File: src/design/lif_pkg.sv
// ----------------------------------------------------------------------------
// lif_pkg: shared definitions for the leaky integrate-and-fire neuron
// Register indexes, field widths and register reset values.
// ----------------------------------------------------------------------------
package lif_pkg;

   localparam int unsigned PotWidth  = 16;
   localparam int unsigned TickWidth = 32;
   localparam int unsigned CsrIdxW   = 3;
   localparam int unsigned CsrDataW  = 16;

   // configuration register indexes
   typedef enum logic [CsrIdxW-1:0] {
      CSR_THRESHOLD        = 3'd0,
      CSR_RESET_POTENTIAL  = 3'd1,
      CSR_REFRACTORY_TICKS = 3'd2,
      CSR_DECAY            = 3'd3,
      CSR_GAIN             = 3'd4
   } csr_index_type;

   // register reset values
   localparam logic signed [PotWidth-1:0] ThresholdRst    = 16'sd5120;
   localparam logic signed [PotWidth-1:0] ResetPotRst     = 16'sd2560;
   localparam logic        [15:0]         RefractoryRst   = 16'd20;
   localparam logic        [15:0]         DecayRst        = 16'd65209;
   localparam logic        [15:0]         GainRst         = 16'd409;

   localparam logic [15:0] SinceMax = 16'hFFFF;

endpackage

File: src/design/lif_neuron_tick.sv
// ----------------------------------------------------------------------------
// lif_neuron_tick: leaky integrate-and-fire neuron, one tick per request
// Refractory/threshold check, potential report and Q8.8 leak update with
// saturation; one response per request.
// ----------------------------------------------------------------------------
// Response: registered, valid in the cycle after the request is accepted.
// Throughput: 1 request per cycle while the response side does not stall; the
//   membrane check and leak update are combinational between the neuron state
//   registers, and the response register decouples the output side.
// Reset (synchronous, active high): state cleared, registers to defaults,
//   response register empty.
module lif_neuron_tick
   import lif_pkg::*;
(
   input  logic                        clock,
   input  logic                        reset,
   // configuration
   input  logic                        csr_wr_en,
   input  logic [CsrIdxW-1:0]          csr_index,
   input  logic [CsrDataW-1:0]         csr_wdata,
   // request channel
   input  logic                        req_valid,
   output logic                        req_stall,
   input  logic signed [PotWidth-1:0]  req_input_current,
   // response channel
   output logic                        rsp_valid,
   input  logic                        rsp_stall,
   output logic signed [PotWidth-1:0]  rsp_potential,
   output logic                        rsp_spike,
   output logic                        rsp_refractory,
   output logic [TickWidth-1:0]        rsp_tick_index
);

   // configuration registers
   logic signed [PotWidth-1:0] threshold_ff;
   logic signed [PotWidth-1:0] reset_pot_ff;
   logic [15:0]                refr_ticks_ff;
   logic [15:0]                decay_ff;
   logic [15:0]                gain_ff;

   // neuron state
   logic signed [PotWidth-1:0] membrane_ff, membrane_in;
   logic                       refr_ff, refr_in;
   logic [15:0]                since_ff, since_in;
   logic [TickWidth-1:0]       tick_ff, tick_in;

   // response register
   logic                       rsp_valid_ff, rsp_valid_in;
   logic signed [PotWidth-1:0] rsp_pot_ff;
   logic                       rsp_spike_ff;
   logic                       rsp_refr_ff;
   logic [TickWidth-1:0]       rsp_tick_ff;

   logic                       req_accept;
   logic                       rsp_take;

   // check results
   logic signed [PotWidth-1:0] chk_pot;
   logic                       chk_refr;
   logic                       chk_fire;
   logic [15:0]                chk_since;
   logic [15:0]                since_inc;

   // leak update
   logic signed [32:0]         prod_v;
   logic signed [32:0]         prod_i;
   logic signed [37:0]         leak_sum;
   logic signed [37:0]         leak_rnd;
   logic signed [21:0]         leak_q88;
   logic signed [PotWidth-1:0] leak_sat;

   // handshake: stall only while a response waits and is not taken
   assign rsp_take   = rsp_valid_ff && !rsp_stall;
   assign req_stall  = rsp_valid_ff && rsp_stall;
   assign req_accept = req_valid && !req_stall;

   // configuration writes
   always_ff @(posedge clock) begin
      if (reset) begin
         threshold_ff  <= ThresholdRst;
         reset_pot_ff  <= ResetPotRst;
         refr_ticks_ff <= RefractoryRst;
         decay_ff      <= DecayRst;
         gain_ff       <= GainRst;
      end else if (csr_wr_en) begin
         case (csr_index)
            CSR_THRESHOLD:        threshold_ff  <= $signed(csr_wdata);
            CSR_RESET_POTENTIAL:  reset_pot_ff  <= $signed(csr_wdata);
            CSR_REFRACTORY_TICKS: refr_ticks_ff <= csr_wdata;
            CSR_DECAY:            decay_ff      <= csr_wdata;
            CSR_GAIN:             gain_ff       <= csr_wdata;
            default: ;
         endcase
      end
   end

   // refractory / threshold check
   assign since_inc = (since_ff == SinceMax) ? since_ff : since_ff + 16'd1;

   always_comb begin
      chk_pot   = membrane_ff;
      chk_refr  = refr_ff;
      chk_fire  = 1'b0;
      chk_since = since_ff;
      if (refr_ff) begin
         chk_since = since_inc;
         if (since_inc >= refr_ticks_ff) begin
            chk_refr = 1'b0;
            chk_pot  = reset_pot_ff;
         end
      end else if (membrane_ff >= threshold_ff) begin
         chk_fire  = 1'b1;
         chk_refr  = 1'b1;
         chk_since = 16'd0;
         chk_pot   = '0;
      end
   end

   // leak update: V*decay (Q.24) + I*gain*16 (Q.24), round half up, saturate
   assign prod_v   = $signed({{17{chk_pot[15]}}, chk_pot}) * $signed({17'd0, decay_ff});
   assign prod_i   = $signed({{17{req_input_current[15]}}, req_input_current})
                   * $signed({17'd0, gain_ff});
   assign leak_sum = {{5{prod_v[32]}}, prod_v} + {{1{prod_i[32]}}, prod_i, 4'b0000};
   assign leak_rnd = leak_sum + 38'sd32768;
   assign leak_q88 = leak_rnd[37:16];

   always_comb begin
      if (leak_q88 > 22'sd32767) begin
         leak_sat = 16'sh7FFF;
      end else if (leak_q88 < -22'sd32768) begin
         leak_sat = 16'sh8000;
      end else begin
         leak_sat = leak_q88[15:0];
      end
   end

   // next state
   always_comb begin
      membrane_in = membrane_ff;
      refr_in     = refr_ff;
      since_in    = since_ff;
      tick_in     = tick_ff;
      if (req_accept) begin
         membrane_in = leak_sat;
         refr_in     = chk_refr;
         since_in    = chk_since;
         tick_in     = tick_ff + 32'd1;
      end
   end

   always_ff @(posedge clock) begin
      if (reset) begin
         membrane_ff <= '0;
         refr_ff     <= 1'b0;
         since_ff    <= '0;
         tick_ff     <= '0;
      end else begin
         membrane_ff <= membrane_in;
         refr_ff     <= refr_in;
         since_ff    <= since_in;
         tick_ff     <= tick_in;
      end
   end

   // response register
   always_comb begin
      rsp_valid_in = rsp_valid_ff;
      if (req_accept) begin
         rsp_valid_in = 1'b1;
      end else if (rsp_take) begin
         rsp_valid_in = 1'b0;
      end
   end

   always_ff @(posedge clock) begin
      if (reset) begin
         rsp_valid_ff <= 1'b0;
      end else begin
         rsp_valid_ff <= rsp_valid_in;
      end
   end

   always_ff @(posedge clock) begin
      if (req_accept) begin
         rsp_pot_ff   <= chk_pot;
         rsp_spike_ff <= chk_fire;
         rsp_refr_ff  <= chk_refr;
         rsp_tick_ff  <= tick_ff;
      end
   end

   assign rsp_valid      = rsp_valid_ff;
   assign rsp_potential  = rsp_pot_ff;
   assign rsp_spike      = rsp_spike_ff;
   assign rsp_refractory = rsp_refr_ff;
   assign rsp_tick_index = rsp_tick_ff;

   // checks
   a_spike_refr: assert property (@(posedge clock) disable iff (reset)
      rsp_valid && rsp_spike |-> rsp_refractory && rsp_potential == 16'sd0)
      else $error("spike response without refractory or zero potential");

   a_stall_full: assert property (@(posedge clock) disable iff (reset)
      req_stall |-> rsp_valid_ff)
      else $error("request stalled with empty response register");

   a_tick_next: assert property (@(posedge clock) disable iff (reset)
      req_accept |=> rsp_valid && rsp_tick_index == tick_ff - 32'd1)
      else $error("response tick index out of step with tick counter");

   a_fire_enters: assert property (@(posedge clock) disable iff (reset)
      req_accept && chk_fire |=> refr_ff && since_ff == 16'd0)
      else $error("fire did not enter refractory");

endmodule

File: config.mk
export PLATFORM = sky130hd
export DESIGN_NAME = lif_neuron_tick
export DESIGN_NICKNAME = d
export VERILOG_FILES = /design/src/design/lif_pkg.sv /design/src/design/lif_neuron_tick.sv
export SDC_FILE = /design/constraint.sdc
export NUM_CORES = 2
export LEC_CHECK = 0
export CORE_MARGIN = 1.5
export CORE_UTILIZATION = 60
export CTS_BUF_LIST = sky130_fd_sc_hd__clkbuf_2 sky130_fd_sc_hd__clkbuf_4 sky130_fd_sc_hd__clkbuf_8
export CTS_CLUSTER_DIAMETER = 150
export CTS_CLUSTER_SIZE = 10
export DETAILED_ROUTE_END_ITERATION = 12
export DONT_BUFFER_PORTS = 1
export PLACE_DENSITY = 0.75
export SLEW_MARGIN = 0
export SYNTH_ARGS = -nofsm -noshare
export SYNTH_HDL_FRONTEND = slang
export SYNTH_SLANG_ARGS = --single-unit
File: constraint.sdc
create_clock -name clock -period 10.6 [get_ports clock]
set_input_delay 1.59 -clock clock [delete_from_list [all_inputs] [get_ports clock]]
set_output_delay 1.59 -clock clock [all_outputs]
set_load 0.01 [all_outputs]
Word level (Yosys, flattened, before mapping)
Index checks and enable logic that the tools add are counted.
- register bits after elaboration: 196
- bits of input ports: 40
- word-level logic and storage cells: 56
- add/sub/neg operators: 4
- $mul: 2
- order comparisons: 4
- equality and inequality tests: 5
- multiplexer cells: 13
- reduce and logical (&&, ||, !) cells: 14
- operator list (cell ; count):
    2-to-1 mux 16 bit ; 8
    multiplier 16 x 17 -> 33 bit ; 2
    adder 33 x 37 -> 38 bit ; 1
    adder 38 x 17 -> 38 bit (second input constant) ; 1
    adder 32 x 1 -> 32 bit (second input constant) ; 1
    >= comparator 16 bit ; 2
    greater-than comparator 22 x 16 -> 1 bit (second input constant) ; 1
    less-than comparator 22 x 16 -> 1 bit (second input constant) ; 1
    adder 16 x 1 -> 16 bit (second input constant) ; 1
    == test 16 bit (second input constant) ; 1
    AND reduction 2 bit ; 6
    == test 3 x 2 -> 1 bit (second input constant) ; 2
    2-to-1 mux 1 bit ; 5
    nonzero test 2 bit ; 2
    == test 3 x 1 -> 1 bit (second input constant) ; 1
    == test 3 bit (second input constant) ; 1
    logical AND 1 bit ; 3
    logical NOT 3 bit ; 1
    logical NOT 1 bit ; 2

Longest topological paths before layout
- depth after elaboration: 11
- mapped depth: 48
- mapped depth without buffers: 44

Least setup slack after synthesis
Ideal clock, no wire load.
- path kind: input to register
- start: input port req_input_current[1]
- end: register membrane_ff[10]
- setup time: 134 ps
- arrival: 10684 ps
- data required time: 10466 ps
- slack: -217 ps
- stages on the path: 39
- buffers on the path: 2
- cell sequence: clkbuf_1 and2_1 fa_1 inv_1 fa_1 inv_1 ha_1 ha_1 inv_1 fa_1 fa_1 inv_1 ha_1 xor2_1 ha_1 fa_1 ha_1 inv_1 [... 3 more ...] inv_1 fa_1 inv_1 ha_1 a21oi_1 o21ai_0 a21o_1 a21oi_1 o21ai_0 or3_1 a311oi_1 nor2_2 a41oi_1 xor2_1 o211ai_1 o21ai_2 buf_6 o32ai_2
- longest elaborated chain between the ends: 6
- RTL lines (item ; RTL line ; RTL):
    start: declaration ; lif_neuron_tick.sv:24 ; input logic signed [PotWidth-1:0] req_input_current,
    multiplier 16 x 17 -> 33 bit (*) ; lif_neuron_tick.sv:122 ; * $signed({17'd0, gain_ff});
    adder 33 x 37 -> 38 bit (*) ; lif_neuron_tick.sv:123 ; assign leak_sum = {{5{prod_v[32]}}, prod_v} + {{1{prod_i[32]}}, prod_i, 4'b0000};
    adder 38 x 17 -> 38 bit (*) ; lif_neuron_tick.sv:124 ; assign leak_rnd = leak_sum + 38'sd32768;
    less-than comparator 22 x 16 -> 1 bit ; lif_neuron_tick.sv:130 ; end else if (leak_q88 < -22'sd32768) begin
    2-to-1 mux 16 bit ; lif_neuron_tick.sv:130 ;
    2-to-1 mux 16 bit (*) ; lif_neuron_tick.sv:128 ; if (leak_q88 > 22'sd32767) begin
    end signal: assignment ; lif_neuron_tick.sv:158 ; membrane_ff <= membrane_in;
    end: declaration ; lif_neuron_tick.sv:42 ; logic signed [PotWidth-1:0] membrane_ff, membrane_in;
Every way passes the cells marked *; elsewhere a longest branch is shown, timed or not.
A chain may end at the register's enable or synchronous reset.

Worst setup path after layout
- start: input port req_input_current[1]
- end: register membrane_ff[6]
The elaborated chain is that of the path after synthesis.

==> flow_summary.json <==
{
  "max_slew.worst_pin.slew_ps": 1170,
  "avgSynthCellArea_um2": 8.82,
  "fp.dieW_um": 216,
  "core-area_um2": 44400,
  "worst_setup_hold_path_clk_slew_ps": 110,
  "mostFrequentLayoutCell": "sky130_fd_sc_hd__inv_1",
  "tritoncts": "yes",
  "worst_hold_path.endpoint": "refr_ticks_ff[12]",
  "layout.cell_area.non_filler_um2": 30000,
  "clk_path_buf_depth": 2,
  "clock_period_minus_worst_slack_ps": 10380,
  "number_of_antenna_violations_at_the_first_check_in_global_routing": 4,
  "post_detailed_route_via_to_cell_ratio": 5.67,
  "grt_first_pass_wirelength_um": 115000,
  "port_buffers": 0,
  "critical_path.top_delay_family": "adder cells",
  "worstHoldStart": "refr_ticks_ff[12]",
  "fin_skew_ps": 47.6,
  "nNetsFinal": 3925,
  "path_class": "in2reg",
  "synth_edf_count": 50,
  "pin_count": 92,
  "reg2reg_setup_slack_ps": 310,
  "crit_path_end_kind": "register",
  "drc": 0,
  "htree_num_levels": 4,
  "synthesis_warnings": 0,
  "min-delay-path-class": "reg2reg",
  "crit_arrival_ps": 10800,
  "cp_slowest_cell": "sky130_fd_sc_hd__fa_2",
  "grt_pass1_vias": 22400,
  "ys_dominant_reg_cell": "sky130_fd_sc_hd__dfxtp_1",
  "drt_first_iter_violations": 1726,
  "setup_violations": 0,
  "max-slew-margin-rel_pct": 21.5,
  "multi_input_area_um2": 20600,
  "die_height_um": 216,
  "ys_async_sr_fraction_pct": 0,
  "ant_nets": 0,
  "cp_max_fo": 16,
  "worst_r2r_startpoint": "since_ff[6]",
  "count_of_cell_types_in_the_netlist": 75,
  "gp_congestion": 0.953,
  "result_of_the_run": "finished, final reports clean",
  "cp_data_required_time_ps": 11020,
  "design.die.area_um2": 46500,
  "dpl.hpwl_um": 56100,
  "cp-start-kind": "primary input",
  "critPathMaxStageDelay_ps": 560,
  "max_cap_viol_count": 0,
  "placed_cell_area_um2": 28800,
  "start_util_pct": 61.1,
  "synth_sequential_area_ratio_pct": 16.3,
  "worst_path_most_repeated_cell": "sky130_fd_sc_hd__inv_1",
  "syn_to_final_growth_pct": 10.7,
  "clock_sinks": 196,
  "regToRegEndpoint": "membrane_ff[6]",
  "postSynthNetCount": 3827,
  "drive_above_1_share_pct": 11.5,
  "cts_root_buffer": "sky130_fd_sc_hd__clkbuf_8",
  "grtUsageTotal_pct": 31.6,
  "critPathBufInv": 12,
  "drtPass1Iterations": 7,
  "wl_per_cell_um": 19.3,
  "numCtsBuffers": 17,
  "largest_net_degree_at_the_start_of_global_routing": 154,
  "fin_hold_ws_ps": 461,
  "ys_ff_latch": 196,
  "timing.critical_path.from": "req_input_current[1]",
  "timing.final.max_slew_violations": 0,
  "area.sequential_um2": 4430,
  "postRouteWirelength_um": 72900,
  "fmaxAchievable_mhz": 96.4,
  "reg2regPathDepth": 46,
  "grt_overflow_total": 0,
  "worst_skew_pair.late_latency_ps": 560,
  "final_cell_mix": "sky130_fd_sc_hd__inv_1 (608), sky130_fd_sc_hd__nand2_1 (486), sky130_fd_sc_hd__fa_1 (413)",
  "holdPathStages": 2,
  "num_rows": 77,
  "n_antenna_cell": 0,
  "finalCritPeriodShare_pct": 97.9,
  "synth.cell_area_um2": 27100,
  "vias": 21400,
  "final.fill_count": 3522,
  "netlist_instances": 3075,
  "finalHoldViolations": 0
}
## worst reg2reg max path, delay by kind of cell (launching register included)
kind | cells | cell delay (ps)
fa+ha+maj | 8 | 3430
compound gates | 16 | 3140
simple gates | 10 | 1760
buf+inv | 10 | 1130
xor+xnor | 2 | 400
flops | 1 | 350
## registers in the layout, summed over array words and instances, names as in the netlist, 16 cells and up
signal / cells
refr_ticks_ff: 16
reset_pot_ff: 16
since_ff: 16
threshold_ff: 16
gain_ff: 16
decay_ff: 16
membrane_ff: 16
rsp_potential: 16
rsp_tick_index: 32
tick_ff: 32
## timing repair
item / 4_1_cts / 5_1_grt
setup buffers: 4 / 16
pin swaps: 5 / 73
setup endpoints to repair: 16 / 16
gates cloned: 1 / 3
gates resized for setup: 6 / 119
hold buffers: 0 / 0
## cell type report
class	instances	share of cell area, %
Tap cell	592	2.47
Multi-Input combinational cell	2154	68.5
Timing Repair Buffer	193	5.34
Clock buffer	17	0.779
Sequential cell	196	14.7
Inverter	611	7.63
Clock inverter	15	0.575
## layer usage
metal	vias up	track usage, %	routed length [um]
met1	10700	41.3	29300
li1	9732	-	-
met5	-	0	27
met2	874	53.1	35200
met3	152	4.93	5820
met4	4	11.5	2650
## cell usage after synthesis (4+ instances only)
cell type                    n  area share (%)
sky130_fd_sc_hd__a22oi_1    11            0.30
sky130_fd_sc_hd__nand3_1    45            0.83
sky130_fd_sc_hd__a211o_1     5            0.16
sky130_fd_sc_hd__a21oi_1   134             2.5
sky130_fd_sc_hd__xnor2_1    44             1.4
sky130_fd_sc_hd__and2_1    209             4.8
sky130_fd_sc_hd__inv_1     611             8.5
sky130_fd_sc_hd__fa_1      417              31
sky130_fd_sc_hd__or2_2      13            0.30
sky130_fd_sc_hd__and3_1     19            0.44
sky130_fd_sc_hd__o21bai_1   13            0.36
sky130_fd_sc_hd__mux2i_1     4            0.15
sky130_fd_sc_hd__or3_1      16            0.37
sky130_fd_sc_hd__nand2b_1   17            0.39
sky130_fd_sc_hd__a31oi_1     8            0.18
sky130_fd_sc_hd__nor2_1    125             1.7
sky130_fd_sc_hd__nand4_1    20            0.46
sky130_fd_sc_hd__a22o_1     14            0.45
sky130_fd_sc_hd__edfxtp_1   50             5.5
sky130_fd_sc_hd__dfxtp_1   146              11
sky130_fd_sc_hd__xor2_1     43             1.4
sky130_fd_sc_hd__nand3b_1   20            0.55
sky130_fd_sc_hd__clkbuf_1  107             1.5
sky130_fd_sc_hd__o21ai_0    32            0.59
sky130_fd_sc_hd__nor2b_1    21            0.48
sky130_fd_sc_hd__and4_1     10            0.32
sky130_fd_sc_hd__a211oi_1    8            0.22
sky130_fd_sc_hd__o211ai_1    5            0.14
sky130_fd_sc_hd__buf_6       6            0.25
sky130_fd_sc_hd__ha_1      295              14
sky130_fd_sc_hd__o31ai_1     5            0.14
sky130_fd_sc_hd__o21a_1      8            0.22
sky130_fd_sc_hd__nor3_1     10            0.18
sky130_fd_sc_hd__a21o_1     33            0.91
sky130_fd_sc_hd__o32ai_1     5            0.16
sky130_fd_sc_hd__nand2_1   488             6.8
## through the flow
stage	setup TNS [ps]	instances	setup WS (ps)	util [%]
after floorplan	0	3075	3.13	-
after global placement	-6550	3722	-430	64.9
after detailed placement	-8540	3722	-560	64.9
after CTS	-0.719	3759	-0.719	66.0
after global routing	-1460	3778	-116	67.6
final	0	3778	224	67.6
## cells by family after synthesis
group                      Yosys count  synth area share [%]
xor gates and xnor gates            88                  2.87
buffers and inverters              726                  10.2
adders and majority gates          712                  44.4
muxes                                7                 0.272
AOI/OAI and AO/OA                  319                  7.83
DFF                                196                  16.3
and+or+nand+nor                   1027                  18.1
## how the worst max path moves through the flow
stage          depth (start not counted)  slack [ps]               to
2_1_floorplan                         40           3  membrane_ff[10]
3_3_place_gp                          38        -430   membrane_ff[7]
3_5_place_dp                          39        -560   membrane_ff[5]
4_1_cts                               42        -0.7   membrane_ff[5]
5_1_grt                               46        -120   membrane_ff[6]
6_report                              39         220   membrane_ff[6]
Power is not shown: default switching activity piles up to over one toggle a cycle in this logic, so the estimate is an artifact.
